**config.mk**
```make
export PLATFORM = sky130hd
export DESIGN_NAME = four_level_page_table_walker
export DESIGN_NICKNAME = d
export VERILOG_FILES = /design/src/rtl/core/fptw_pkg.sv /design/src/rtl/core/fptw_step.sv /design/src/rtl/core/fptw_out_stage.sv /design/src/rtl/core/four_level_page_table_walker.sv
export SDC_FILE = /design/constraint.sdc
export NUM_CORES = 1
export LEC_CHECK = 0
export BUFFER_PORTS_ARGS = -buffer_cell sky130_fd_sc_hd__buf_4
export CORE_AREA = 2 2 105 107
export DETAILED_ROUTE_END_ITERATION = 12
export DIE_AREA = 0 0 107 109
export PLACE_DENSITY = 0.82
export SKIP_CTS_REPAIR_TIMING = 1
export SLEW_MARGIN = 25
export SYNTH_ARGS = -nofsm -noshare
export SYNTH_HDL_FRONTEND = slang
export SYNTH_SLANG_ARGS = --single-unit
```
**constraint.sdc**
```tcl
create_clock -name clk -period 3.8 [get_ports clk]
set_input_delay 0.19 -clock clk [delete_from_list [all_inputs] [get_ports clk]]
set_output_delay 0.19 -clock clk [all_outputs]
set_load 0.01 [all_outputs]
```
**src/rtl/core/fptw_pkg.sv**
```systemverilog
`default_nettype none
// ----------------------------------------------------------------------------
// fptw_pkg
// Types, codes and helpers shared by the four-level page table walker.
// ----------------------------------------------------------------------------
package fptw_pkg;

  localparam int VADDR_W    = 48;
  localparam int ADDR_W     = 64;
  localparam int PAGE_SHIFT = 12;
  localparam int INDEX_W    = 9;
  localparam int ENTRY_LSB  = 3;   // log2 of the 8-byte entry size

  localparam logic       OP_REQUEST  = 1'b0;
  localparam logic       OP_RESPONSE = 1'b1;

  localparam logic [1:0] KIND_READ  = 2'd0;
  localparam logic [1:0] KIND_DONE  = 2'd1;
  localparam logic [1:0] KIND_FAULT = 2'd2;
  localparam logic [1:0] KIND_BUSY  = 2'd3;

  localparam logic [1:0] LEVEL_TOP  = 2'd0;
  localparam logic [1:0] LEVEL_LAST = 2'd3;

  typedef struct packed {
    logic                opcode;
    logic [ADDR_W-1:0]   root_table;
    logic [VADDR_W-1:0]  virtual_address;
    logic [ADDR_W-1:0]   read_data;
    logic                read_ok;
  } in_item_t;

  typedef struct packed {
    logic [1:0]          kind;
    logic [ADDR_W-1:0]   address;
    logic [1:0]          walk_level;
  } out_item_t;

  typedef struct packed {
    logic                valid;
    out_item_t           item;
  } step_res_t;

  typedef struct packed {
    logic                busy;
    logic [1:0]          level;
  } walk_stat_t;

  // Byte offset of the entry for one level: 9-bit index times 8.
  function automatic logic [ADDR_W-1:0] entry_offset(input logic [VADDR_W-1:0] vaddr,
                                                      input logic [1:0] level);
    logic [INDEX_W-1:0] idx;
    unique case (level)
      2'd0:    idx = vaddr[47:39];
      2'd1:    idx = vaddr[38:30];
      2'd2:    idx = vaddr[29:21];
      default: idx = vaddr[20:12];
    endcase
    return {{(ADDR_W-INDEX_W-ENTRY_LSB){1'b0}}, idx, {ENTRY_LSB{1'b0}}};
  endfunction

endpackage
`default_nettype wire

```
**src/rtl/core/fptw_step.sv**
```systemverilog
`default_nettype none
// ----------------------------------------------------------------------------
// fptw_step
// Walk state and per-word next-state and result logic.
// ----------------------------------------------------------------------------
module fptw_step #(
  parameter int ENTRY_ADDR_BITS = 40
) (
  input  wire                  clk,
  input  wire                  rst_n,
  input  wire                  in_fire,
  input  fptw_pkg::in_item_t   in_item,
  output fptw_pkg::step_res_t  res,
  output fptw_pkg::walk_stat_t stat
);
  import fptw_pkg::*;

  logic               busy_r,  busy_nxt;
  logic [1:0]         level_r, level_nxt;
  logic [VADDR_W-1:0] vaddr_r, vaddr_nxt;

  logic [ADDR_W-1:0]  root_base;
  logic [ADDR_W-1:0]  entry_base;
  logic [1:0]         level_inc;

  always_comb begin
    root_base = {in_item.root_table[ADDR_W-1:PAGE_SHIFT], {PAGE_SHIFT{1'b0}}};
    entry_base = '0;
    entry_base[ENTRY_ADDR_BITS-1:PAGE_SHIFT] =
      in_item.read_data[ENTRY_ADDR_BITS-1:PAGE_SHIFT];
    level_inc = level_r + 2'd1;
  end

  always_comb begin
    busy_nxt  = busy_r;
    level_nxt = level_r;
    vaddr_nxt = vaddr_r;
    res       = '0;
    if (in_item.opcode == OP_REQUEST) begin
      res.valid = 1'b1;
      if (busy_r) begin
        res.item.kind       = KIND_BUSY;
        res.item.walk_level = level_r;
      end else begin
        busy_nxt  = 1'b1;
        level_nxt = LEVEL_TOP;
        vaddr_nxt = in_item.virtual_address;
        res.item.kind       = KIND_READ;
        res.item.address    = root_base + entry_offset(in_item.virtual_address, LEVEL_TOP);
        res.item.walk_level = LEVEL_TOP;
      end
    end else if (busy_r) begin
      res.valid = 1'b1;
      priority if (!in_item.read_ok) begin
        res.item.kind       = KIND_FAULT;
        res.item.walk_level = level_r;
        busy_nxt  = 1'b0;
        level_nxt = LEVEL_TOP;
      end else if (level_r == LEVEL_LAST) begin
        res.item.kind       = KIND_DONE;
        res.item.address    = entry_base +
                              {{(ADDR_W-PAGE_SHIFT){1'b0}}, vaddr_r[PAGE_SHIFT-1:0]};
        res.item.walk_level = LEVEL_LAST;
        busy_nxt  = 1'b0;
        level_nxt = LEVEL_TOP;
      end else begin
        res.item.kind       = KIND_READ;
        res.item.address    = entry_base + entry_offset(vaddr_r, level_inc);
        res.item.walk_level = level_inc;
        level_nxt = level_inc;
      end
    end
    // response while idle: drop
  end

  always_ff @(posedge clk) begin
    if (!rst_n) begin
      busy_r  <= 1'b0;
      level_r <= LEVEL_TOP;
      vaddr_r <= '0;
    end else if (in_fire) begin
      busy_r  <= busy_nxt;
      level_r <= level_nxt;
      vaddr_r <= vaddr_nxt;
    end
  end

  assign stat.busy  = busy_r;
  assign stat.level = level_r;

endmodule
`default_nettype wire

```
**src/rtl/core/fptw_out_stage.sv**
```systemverilog
`default_nettype none
// ----------------------------------------------------------------------------
// fptw_out_stage
// Result register; takes a new word when empty or in the cycle the held one drains.
// ----------------------------------------------------------------------------
module fptw_out_stage (
  input  wire                  clk,
  input  wire                  rst_n,
  input  wire                  in_valid,
  output logic                 in_ready,
  input  fptw_pkg::step_res_t  res,
  output logic                 out_valid,
  input  wire                  out_ready,
  output fptw_pkg::out_item_t  out_data
);
  import fptw_pkg::*;

  logic      out_valid_r;
  out_item_t out_data_r;
  logic      load;

  assign in_ready = !out_valid_r || out_ready;
  assign load     = in_valid && in_ready && res.valid;

  always_ff @(posedge clk) begin
    if (!rst_n) begin
      out_valid_r <= 1'b0;
    end else if (load) begin
      out_valid_r <= 1'b1;
    end else if (out_ready) begin
      out_valid_r <= 1'b0;
    end
  end

  // payload needs no reset
  always_ff @(posedge clk) begin
    if (load) begin
      out_data_r <= res.item;
    end
  end

  assign out_valid = out_valid_r;
  assign out_data  = out_data_r;

endmodule
`default_nettype wire

```
**src/rtl/core/four_level_page_table_walker.sv**
```systemverilog
`default_nettype none
// A result word is valid in the cycle after its input word is accepted.
// Throughput: one word per cycle; a word is taken whenever the result register
// is empty or drains in the same cycle.
// Responses that arrive while idle are dropped and give no result word.
// Reset (rst_n low, synchronous) leaves the walker idle at level 0 with the
// result register empty.
// ----------------------------------------------------------------------------
// four_level_page_table_walker
// Translates a 48-bit virtual address through four levels of 64-bit entries.
// ----------------------------------------------------------------------------
module four_level_page_table_walker #(
  parameter int ENTRY_ADDR_BITS = 40
) (
  input  wire                 clk,
  input  wire                 rst_n,
  input  wire                 in_valid,
  output logic                in_ready,
  input  fptw_pkg::in_item_t  in_data,
  output logic                out_valid,
  input  wire                 out_ready,
  output fptw_pkg::out_item_t out_data
);
  import fptw_pkg::*;

  step_res_t  res;
  walk_stat_t stat;
  logic       in_fire;

  assign in_fire = in_valid && in_ready;

  fptw_step #(
    .ENTRY_ADDR_BITS(ENTRY_ADDR_BITS)
  ) u_step (
    .clk    (clk),
    .rst_n  (rst_n),
    .in_fire(in_fire),
    .in_item(in_data),
    .res    (res),
    .stat   (stat)
  );

  fptw_out_stage u_out (
    .clk      (clk),
    .rst_n    (rst_n),
    .in_valid (in_valid),
    .in_ready (in_ready),
    .res      (res),
    .out_valid(out_valid),
    .out_ready(out_ready),
    .out_data (out_data)
  );

  a_idle_request_starts: assert property (@(posedge clk) disable iff (!rst_n)
    in_fire && in_data.opcode == OP_REQUEST && !stat.busy
      |=> stat.busy && stat.level == LEVEL_TOP && out_valid
          && out_data.kind == KIND_READ)
    else $error("request while idle did not start a walk");

  a_idle_response_dropped: assert property (@(posedge clk) disable iff (!rst_n)
    in_fire && in_data.opcode == OP_RESPONSE && !stat.busy
      |=> !stat.busy && (out_valid == $past(out_valid && !out_ready)))
    else $error("response while idle changed state or made a result");

  a_done_at_last: assert property (@(posedge clk) disable iff (!rst_n)
    in_fire && in_data.opcode == OP_RESPONSE && stat.busy && in_data.read_ok
      && stat.level == LEVEL_LAST
      |=> !stat.busy && out_data.kind == KIND_DONE && out_data.walk_level == LEVEL_LAST)
    else $error("walk did not finish after the last level");

  a_zero_address: assert property (@(posedge clk) disable iff (!rst_n)
    out_valid && (out_data.kind == KIND_FAULT || out_data.kind == KIND_BUSY)
      |-> out_data.address == '0)
    else $error("fault or busy word carries an address");

endmodule
`default_nettype wire

```
Word-level counts from Yosys, hierarchy flattened
Cells that the tools add are included.
{ "op_classes": {"add_sub_neg": 4, "eq_ne": 4, "muxes": 26, "bitwise_logic": 2, "n_reduce_logical": 8} }
{ "op_table": {"columns": ["op", "n"], "rows": [
  ["$mux W69", 2],
  ["$mux W64", 2],
  ["$add A40 B12 Y41", 2],
  ["$mux W67", 1],
  ["$add A64 B12 Y64", 1],
  ["$mux W9", 6],
  ["$pmux W9 S3", 1],
  ["$mux W2", 8],
  ["$mux W1", 6],
  ["$eq A2 B2 Y1 const B", 2],
  ["$reduce_and A3 Y1", 1],
  ["$add A2 B1 Y2 const B", 1],
  ["$eq A2 B1 Y1 const B", 1],
  ["$logic_and A1 B1 Y1", 2],
  ["$logic_not A2 Y1", 1],
  ["$ne A2 B1 Y1 const B", 1],
  ["$not A1 Y1", 2],
  ["$reduce_and A2 Y1", 1],
  ["$reduce_bool A2 Y1", 1],
  ["$logic_not A1 Y1", 1],
  ["$logic_or A1 B1 Y1", 1]
]} }
{ "totals": {"ff_bits": 120, "input_bits": 182, "out_inout_bits": 70, "word_cells": 51} }

Logic depth before layout (Yosys ltp)
Gate-level depths: netlist of run 1.
{ "depth": {"word_depth": 14, "depth_mapped": 6, "depth_no_buf": 5} }

Modules after synthesis
From an unflattened synthesis of run 1, not the netlist that was laid out.
{ "hier_totals": {"hier_cells": 447, "area_unflattened_um2": 5099.9} }
{ "by_module_without_submodules": {"columns": ["module", "instances", "cells_each", "area_each_um2", "seq_area_each_um2"], "rows": [
  ["fptw_step", 1, 373, 2986.6, 1021.0],
  ["fptw_out_stage", 1, 73, 2107.0, 2062.0],
  ["four_level_page_table_walker", 1, 1, 6.3, 0.0]
]} }

Worst setup path after synthesis of run 1
No wires, ideal clock.
{ "synth_path": {"path_type": "register -> register", "start": "register u_step.busy_r", "end": "register u_out.out_data_r, in the netlist u_out.out_data[0], enable pin", "setup_time_ns": 0.422, "arrival_ns": 2.048, "path_slack_ns": 1.330, "stages_incl_launch_ff": 5, "path_buffers": 1, "period_less_slack_ns": 2.470, "cell_sequence": "dfxtp_1 > buf_2 > nand2b_1 > nand3_1 > inv_1"} }
{ "synth_between": {"elab_chain_len": 3} }
{ "synth_lines": {"columns": ["item", "line", "source"], "rows": [
  ["start, declared", "fptw_step.sv:18", "logic busy_r, busy_nxt;"],
  ["start signal, assigned", "fptw_step.sv:82", "busy_r <= busy_nxt;"],
  ["$mux W69", "fptw_step.sv:52", "end else if (busy_r) begin"],
  ["$mux W69", "fptw_step.sv:39", "if (in_item.opcode == OP_REQUEST) begin"],
  ["$logic_and A1 B1 Y1", "fptw_out_stage.sv:23", "assign load = in_valid && in_ready && res.valid;"],
  ["named net u_out.load", "fptw_out_stage.sv:20", "logic load;"],
  ["end signal, assigned", "fptw_out_stage.sv:38", "out_data_r <= res.item;"],
  ["end, declared", "fptw_out_stage.sv:19", "out_item_t out_data_r;"]
]} }
The timed path passes the listed nets, and every way through them passes these cells.
A chain may end at the register's enable or synchronous reset.

==> results of run 1 <==
-- sequential cells by signal (all words and copies together), names as in the netlist --
name	flops
u_step.level_r	2
u_out.out_valid	1
u_step.busy_r	1
u_step.vaddr_r	48
u_out.out_data	68
-- worst reg2reg max path: stages (launching register included) --
cell and delay [ps]:
dfxtp_1 440, nor2_4 690, buf_16 270, a22o_1 160, dlygate4sd3_1 590
-- logic make-up (layout without fill, tap and decap cells) --
| group | after synthesis | in the layout | share of synthesized area [%] |
|---|---|---|---|
| buffers and inverters | 43 | 358 | 4.299 |
| adder cells (fa/ha/maj) | 5 | 5 | 1.214 |
| multiplexers | 50 | 50 | 9.764 |
| AO/OA/AOI/OAI | 72 | 72 | 10.95 |
| flip-flops | 120 | 120 | 59.85 |
| XOR/XNOR | 1 | 1 | 0.1701 |
| AND/OR/NAND/NOR | 151 | 151 | 13.75 |
-- per-layer routing --
metal	vias to the layer above	GRT usage [%]	wire, um
li1	2189	-	-
met1	2283	29.15	6691
met2	248	42.45	9166
met3	50	8.428	1423
met4	0	10.58	780
met5	-	0	0
-- cell type report --
| class | count | area, um2 | area share, % |
|---|---|---|---|
| sequential | 120 | 3083 | 36.72 |
| timing repair buffer | 319 | 2708 | 32.25 |
| multi-input combinational | 279 | 1847 | 21.99 |
| clock inverter | 12 | 132.6 | 1.579 |
| clock buffer | 20 | 425.4 | 5.066 |
| inverter | 7 | 26.28 | 0.3129 |
| tap | 140 | 175.2 | 2.086 |
-- power breakdown --
group          switching (mW)  internal, mW  total (mW)
sequential             0.0375          1.46        1.50
clock                   0.551         0.983        1.53
combinational           0.228         0.295       0.523
-- path summary, 6_finish.rpt --
path                      startpoint  cells after the start  slack, ps                  to
setup / recovery       u_step.busy_r                      4       1510  u_out.out_data[36]
hold / removal          in_data[128]                      2       -0.1  u_out.out_data[17]
setup reg to reg       u_step.busy_r                      4       1510  u_out.out_data[36]
hold reg to reg   u_step.vaddr_r[45]                      2        470  u_step.vaddr_r[45]
-- synthesized netlist by cell type (2+ instances only) --
master	instances	area share, %
mux2i_1	48	9.3
a311oi_1	2	0.34
a222oi_1	2	0.39
nor3b_1	2	0.29
ha_1	5	1.2
a211oi_1	7	1.0
and2_1	24	2.9
a21oi_1	12	1.2
and3_1	6	0.73
o32ai_1	2	0.34
a221o_1	7	1.4
nor2b_1	7	0.85
dfxtp_1	52	20
nand2b_1	3	0.36
inv_1	7	0.51
edfxtp_1	68	40
nand3_1	2	0.19
a22oi_1	7	1.0
a22o_1	28	4.8
o21ai_0	2	0.19
a31oi_1	2	0.24
buf_2	9	0.87
nand2_1	102	7.4
mux2_2	2	0.44
clkbuf_1	19	1.4
buf_6	6	1.3
==> results by group, run 1 <==
Status
  • Status: finished, violations left
  • Failing checks: hold timing

Cells and area
  • Fillers: around 570
  • Most common cell after layout, fill and taps aside: buf_4
  • Area Growth Syn to Fin: 63.01%
  • Fraction of layout cells with a size suffix above 1: roughly a third
  • Post-route non-filler standard cell count: ~900
  • # diodes: 0
  • Fin area: between 8000 and 9000 um2
  • Fin nets: 931
  • Most frequent cells in the layout: buf_4, dlygate4sd3_1, nand2_1
  • Final Util: about 79%

Floorplanning
  • Die height: 109 um
  • Initial core utilization: around half
  • DIE AREA: approximately 12000 um2
  • Chip width: ~110 um
  • Core area: between 10000 and 15000 um2
  • Rows: 38
  • # IOs: about 250

Critical path
  • CP Launch Type: register
  • Crit-path max cell delay: 680 ps
  • Crit path max-delay cell type: nor2_4
  • CP top delay family: buffers and inverters
  • Buf/Inv on CP: 2
  • Setup Crit Path Kind: register to register
  • Worst EP required: 4170 ps
  • Crit Path Max Fanout: 33
  • Cell Chain, Critical Path: nor2_4 -> buf_16 -> a22o_1 -> dlygate4sd3_1
  • CP Data Arrival Time: 2660 ps
  • Critical Path Sink Type: register

Clocking
  • Clock latency on the worst-skew pair: between 500 and 600 ps
  • Max clock buf depth: 2
  • H-Tree Depth: 4
  • CTS tree: built
  • CTS buffer count: 17
  • CTS Root Cell: clkbuf_8
  • Clock Sinks: 120
  • Clock transition at path regs: about 60 ps

Synth
  • Syn_nets: about 630
  • Synth Cell Area: about 5000 um2
  • Mean post-synth cell area: between 10 and 15 um2
  • Main synth FF type: edfxtp_1
  • Number of synthesized flops with an enable pin: between 60 and 70
  • Post-synthesis sequential area ratio: 59.85%
  • Unique masters post-synth: 35
  • Synthesis warning total: 0
  • Syn Inst Count: between 400 and 500
  • Synth Register Bits: between 100 and 150
  • Asr flop ratio synth: 0%

GRT
  • Pin count of the biggest net entering global routing: between 100 and 150
  • Congestion Overflow GR: 0
  • Initial antenna violation count: 0
  • First-pass GRT wire length: about 22000 um
  • Vias in the first global route: 4047
  • GRT Util Overall: between 20% and 30%

STA
  • Max Clk Rate: approximately 440 MHz
  • Accumulated negative setup slack: 0 ps
  • Worst Skew: 8.714 ps
  • Final Hold Vio Count: 1
  • Setup Viol. Count Final: 0
  • Relative slew slack: roughly two fifths
  • Setup ws final: 1511 ps
  • RSZ-0062 raised after global routing: false
  • Fin crit share: between 60% and 70%
  • Final Max Slew Viols: 0
  • Smallest hold slack: -0.1388 ps
  • Post-layout min period: ~2300 ps
  • Worst-margin pin slew: ~900 ps

Power and ir drop
  • PD cells: approximately 420 nW/um2
  • Peak supply drop: 0.2381 mV
  • Leakage: 3.810 nW
  • Total design power: about 3.6 mW

Place
  • Final HPWL DP: around 10000 um
  • Port bufs: ~200
  • Placement Cell Area: ~6700 um2
  • DP Worst Slack: 1773 ps
  • Post-placement cell count: about 750
  • RePlAce Congestion: ~0.84

Detailed routing
  • DR DRC count: 0
  • Routed len/inst: ~20 um
  • Vias/cell: 5.318
  • Via Count: between 4000 and 5000
  • DRT antenna net count: 0
  • Initial detailed-routing violation count: 400
  • Routed WL: ~18000 um
  • Drt first pass iters: 5

Run
  • Max-Cap Viols: 0

Hold path
  • Hold Crit Class: input pin to register
No activity file was read; power rests on OpenSTA's default activity.
==> inputs of run 2 (changes only) <==
--- a/config.mk
+++ b/config.mk
@@ -6,10 +6,10 @@
 export NUM_CORES = 1
 export LEC_CHECK = 0
 export BUFFER_PORTS_ARGS = -buffer_cell sky130_fd_sc_hd__buf_4
-export CORE_AREA = 2 2 105 107
+export CORE_AREA = 2 2 109 111
 export DETAILED_ROUTE_END_ITERATION = 12
-export DIE_AREA = 0 0 107 109
-export PLACE_DENSITY = 0.82
+export DIE_AREA = 0 0 111 113
+export PLACE_DENSITY = 0.77
 export SKIP_CTS_REPAIR_TIMING = 1
 export SLEW_MARGIN = 25
 export SYNTH_ARGS = -nofsm -noshare
==> constraint.sdc (replaced) <==
create_clock -name clk -period 2.15 [get_ports clk]
set_input_delay 0.1075 -clock clk [delete_from_list [all_inputs] [get_ports clk]]
set_output_delay 0.1075 -clock clk [all_outputs]
set_load 0.01 [all_outputs]
==> results by group, run 2 (same netlist as run 1, synthesis figures left out) <==
Status
  • Status: finished, violations left
  • Failing checks: hold timing

Floorplanning
  • # IOs: 252
  • Core area: approximately 11000 um2
  • Initial core utilization: around 46%
  • DIE AREA: 12540 um2
  • Chip width: approximately 110 um
  • Rows: 39
  • Die height: 113 um

Critical path
  • Critical Path Sink Type: register
  • Cell Chain, Critical Path: and3_4 -> a22o_1 -> dlygate4sd3_1
  • Buf/Inv on CP: 1
  • Crit Path Max Fanout: 33
  • Crit-path max cell delay: about 570 ps
  • CP top delay family: flip-flops
  • Crit path max-delay cell type: dfxtp_1
  • Worst EP required: 2410 ps
  • CP Launch Type: register
  • CP Data Arrival Time: ~2300 ps
  • Setup Crit Path Kind: register to register

STA
  • RSZ-0062 raised after global routing: false
  • Post-layout min period: 1996 ps
  • Max Clk Rate: 501.0 MHz
  • Setup Viol. Count Final: 0
  • Final Hold Vio Count: 6
  • Smallest hold slack: -17.20 ps
  • Relative slew slack: ~64%
  • Final Max Slew Viols: 0
  • Setup ws final: roughly 150 ps
  • Worst Skew: approximately 7.5 ps
  • Worst-margin pin slew: between 500 and 600 ps
  • Accumulated negative setup slack: 0 ps
  • Fin crit share: between 90 and 100%

Detailed routing
  • Via Count: ~4300
  • Vias/cell: between 5 and 6
  • DR DRC count: 0
  • Initial detailed-routing violation count: roughly 360
  • Routed len/inst: around 18 um
  • Routed WL: 15110 um
  • DRT antenna net count: 0
  • Drt first pass iters: 4

GRT
  • Initial antenna violation count: 0
  • GRT Util Overall: approximately 22%
  • First-pass GRT wire length: ~21000 um
  • Pin count of the biggest net entering global routing: 55
  • Congestion Overflow GR: 0
  • Vias in the first global route: 3966

Cells and area
  • Number of flip-flops in the largest register: 68
  • # diodes: 0
  • Most frequent cells in the layout: buf_4, nand2_1, edfxtp_1
  • Fillers: approximately 830
  • Fin area: 7926 um2
  • Most common cell after layout, fill and taps aside: buf_4
  • Fraction of layout cells with a size suffix above 1: between 30 and 40%
  • Area Growth Syn to Fin: 53.87%
  • Fin nets: roughly 900
  • Multi-input gate area: 1847 um2
  • Reg area: 3083 um2

Clocking
  • Max clock buf depth: 2
  • Clock Sinks: 120
  • CTS buffer count: 17
  • CTS Root Cell: clkbuf_16
  • Clock transition at path regs: approximately 50 ps
  • Clock latency on the worst-skew pair: roughly 400 ps
  • H-Tree Depth: 4
  • CTS tree: built

Power and ir drop
  • Peak supply drop: approximately 0.5 mV
  • PD cells: about 750 nW/um2
  • Leakage: between 3 and 4 nW

Place
  • RePlAce Congestion: around 0.9
  • Port bufs: around 200
  • Placement Cell Area: slightly below 7000 um2
  • DP Worst Slack: around 290 ps
  • Final HPWL DP: between 10000 and 15000 um

Hold path
  • Hold Crit Class: input pin to register

Run
  • Max-Cap Viols: 0
[run 2: area by class of cell]
cell class,count,share of cell area [%]
clock buffer,27,6.472
clock inverter,4,0.2526
inverter,7,0.3788
multi-input combinational,279,23.30
sequential,120,38.90
tap,143,2.257
timing repair buffer,274,28.45
[run 2: routing by layer]
layer	track usage (%)	part of all wire (%)	vias to the layer above	wire [um]
li1	-	-	2100	-
met1	26.57	40	2049	6115
met2	37.22	51	175	7765
met3	6.909	6.4	20	969
met4	6.333	1.7	0	261
met5	0	0	-	0
[run 2: power by group]
group / internal [mW] / leakage (nW) / switching (mW)
Combinational: 0.458 / 2.24 / 0.358
Sequential: 2.58 / 1.08 / 0.0564
Clock: 1.61 / 0.267 / 0.910
[run 2: worst reg2reg max path, cell delays in order, from the launching register on]
cell	delay, ps
dfxtp_1	570
and3_4	540
a22o_1	210
dlygate4sd3_1	540
[run 2: worst paths after layout]
check	endpoint	depth (start not counted)	from	slack [ps]
max reg2reg	u_out.out_data[18]	3	u_step.busy_r	150
min	u_step.vaddr_r[24]	3	in_data[89]	-20
max	u_out.out_data[18]	3	u_step.busy_r	150
min reg2reg	u_step.vaddr_r[28]	2	u_step.vaddr_r[28]	460
[run 2: stage by stage]
stage / hold slack (ps) / total power, mW / utilization [%] / cells
2_1_floorplan: 246.3 / 2.998 / - / 442
3_3_place_gp: 365.0 / 3.371 / 59.91 / 759
3_5_place_dp: 369.3 / 3.396 / 59.91 / 759
4_1_cts: -54.80 / 5.909 / 64.64 / 790
5_1_grt: -0.6343 / 6.190 / 70.32 / 854
6_report: -17.20 / 5.976 / 70.32 / 854
==> inputs of run 3 (changes only) <==
--- a/config.mk
+++ b/config.mk
@@ -6,10 +6,12 @@
 export NUM_CORES = 1
 export LEC_CHECK = 0
 export BUFFER_PORTS_ARGS = -buffer_cell sky130_fd_sc_hd__buf_4
-export CORE_AREA = 2 2 109 111
+export CELL_PAD_IN_SITES_DETAIL_PLACEMENT = 0
+export CELL_PAD_IN_SITES_GLOBAL_PLACEMENT = 1
+export CORE_AREA = 2 2 127 129
 export DETAILED_ROUTE_END_ITERATION = 12
-export DIE_AREA = 0 0 111 113
-export PLACE_DENSITY = 0.77
+export DIE_AREA = 0 0 129 131
+export PLACE_DENSITY = 0.76
 export SKIP_CTS_REPAIR_TIMING = 1
 export SLEW_MARGIN = 25
 export SYNTH_ARGS = -nofsm -noshare
==> results by group, run 3 (same netlist as run 1, synthesis figures left out) <==
Detailed routing
  • Routed WL: approximately 16000 um
  • Routed len/inst: around 17 um
  • DRT antenna net count: 0
  • Via Count: ~4500
  • DR DRC count: 0
  • Vias/cell: ~4.7
  • Initial detailed-routing violation count: 297
  • Drt first pass iters: 5

Floorplanning
  • DIE AREA: approximately 17000 um2
  • Chip width: around 130 um
  • Rows: between 40 and 50
  • # IOs: between 200 and 300
  • Die height: roughly 130 um
  • Core area: between 15000 and 20000 um2
  • Initial core utilization: roughly a third

Cells and area
  • Most frequent cells in the layout: buf_4, nand2_1, dlygate4sd3_1
  • Fin nets: 918
  • Number of flip-flops in the largest register: 68
  • Multi-input gate area: between 1500 and 2000 um2
  • Fillers: between 1000 and 1500
  • # diodes: 0
  • Fraction of layout cells with a size suffix above 1: around a third
  • Most common cell after layout, fill and taps aside: buf_4
  • Area Growth Syn to Fin: 64.25%
  • Post-route non-filler standard cell count: 960
  • Reg area: slightly above 3000 um2

Hold path
  • Worst hold path depth: 2
  • Hold_sp: in_data[133]
  • Hold Crit Class: input pin to register
  • Hold path endpoint: u_out.out_data[22]

Critical path
  • R2R Path Start: u_step.level_r[0]
  • CP Data Arrival Time: a little over 2000 ps
  • Crit path from: u_step.level_r[0]
  • Crit path max-delay cell type: dfxtp_1
  • Cell Chain, Critical Path: inv_1 -> ha_1 -> a222oi_1 -> mux2_2 -> o21ai_0
  • Crit-path max cell delay: 430 ps
  • Crit Path Max Fanout: 10
  • R2R Setup Slk: roughly 250 ps
  • CP Launch Type: register
  • Setup Crit Path Kind: register to register
  • Critical Path Sink Type: register
  • R2R depth: 5
  • Worst EP required: 2300 ps
  • Reg2reg end: u_out.out_data[5]

Clocking
  • Max clock buf depth: 2
  • Clock latency on the worst-skew pair: between 400 and 500 ps
  • CTS tree: built
  • Clock Sinks: 120
  • Clock transition at path regs: approximately 60 ps
  • CTS buffer count: 17
  • H-Tree Depth: 4
  • CTS Root Cell: clkbuf_16

GRT
  • Initial antenna violation count: 0
  • GRT Util Overall: 17.21%
  • First-pass GRT wire length: about 22000 um
  • Vias in the first global route: approximately 4000
  • Pin count of the biggest net entering global routing: 53
  • Congestion Overflow GR: 0

Place
  • Post-placement cell count: between 800 and 900
  • Port bufs: 203
  • Final HPWL DP: ~11000 um
  • RePlAce Congestion: 0.8122

STA
  • Worst Skew: around 9.7 ps
  • Smallest hold slack: -3.726 ps
  • Final Max Slew Viols: 0
  • Accumulated negative setup slack: 0 ps
  • Fin crit share: between 80% and 90%
  • Setup Viol. Count Final: 0
  • Post-layout min period: about 1900 ps
  • Max Clk Rate: between 500 and 600 MHz
  • Final Hold Vio Count: 2
  • RSZ-0062 raised after global routing: false
  • Relative slew slack: between 60% and 70%
  • Worst-margin pin slew: roughly 580 ps

Power and ir drop
  • Leakage: between 3 and 4 nW
  • Peak supply drop: ~0.52 mV
  • PD cells: 780.4 nW/um2

Status
  • Status: finished, violations left
  • Failing checks: hold timing

Run
  • Max-Cap Viols: 0
run 3: metrics by stage:
step / hold WS, ps / total power [mW] / area [um2] / setup WS [ps] / utilization [%]
2_1_floorplan: 246.3 / 2.998 / 5155 / 27.86 / -
3_3_place_gp: 360.8 / 3.394 / 6864 / 329.1 / 44.01
3_5_place_dp: 367.0 / 3.411 / 6864 / 287.0 / 44.01
4_1_cts: -79.16 / 6.531 / 7510 / 262.5 / 48.15
5_1_grt: -6.692 / 6.838 / 8461 / 62.10 / 54.24
6_report: -3.726 / 6.602 / 8461 / 248.5 / 54.24
run 3: power breakdown:
part	internal, mW	switching [mW]	leakage (nW)
clock	2.08	1.01	0.304
combinational	0.498	0.368	2.38
sequential	2.58	0.0589	1.08
run 3: worst max-delay path, delay by kind of cell (launching register included):
family	cells	cell delay (ps)
AOI/OAI and AO/OA	2	510
DFF	1	430
adders and majority gates	1	380
muxes	1	220
buffers and inverters	1	110
run 3: cell type report:
| class | instances | area share (%) |
|---|---|---|
| repair buffers | 306 | 30.55 |
| well taps | 216 | 3.194 |
| clock buffers | 20 | 5.280 |
| flip-flops and latches | 120 | 36.44 |
| inverters | 7 | 0.3549 |
| clock inverters | 12 | 2.351 |
| multi-input cells | 279 | 21.83 |
run 3: layer usage:
layer / routed length (um) / GRT usage, %
met1: 6508 / 20.02
met2: 8153 / 30.31
met3: 1102 / 5.456
met4: 263 / 5.563
met5: 0 / 0
run 3: worst max path at each step:
| stage | depth (start not counted) | endpoint | slack, ps |
|---|---|---|---|
| 2_1_floorplan | 4 | u_out.out_data[0] | 30 |
| 3_3_place_gp | 5 | u_out.out_data[5] | 330 |
| 3_5_place_dp | 5 | u_out.out_data[5] | 290 |
| 4_1_cts | 5 | u_out.out_data[5] | 260 |
| 5_1_grt | 5 | u_out.out_data[5] | 60 |
| 6_report | 5 | u_out.out_data[5] | 250 |
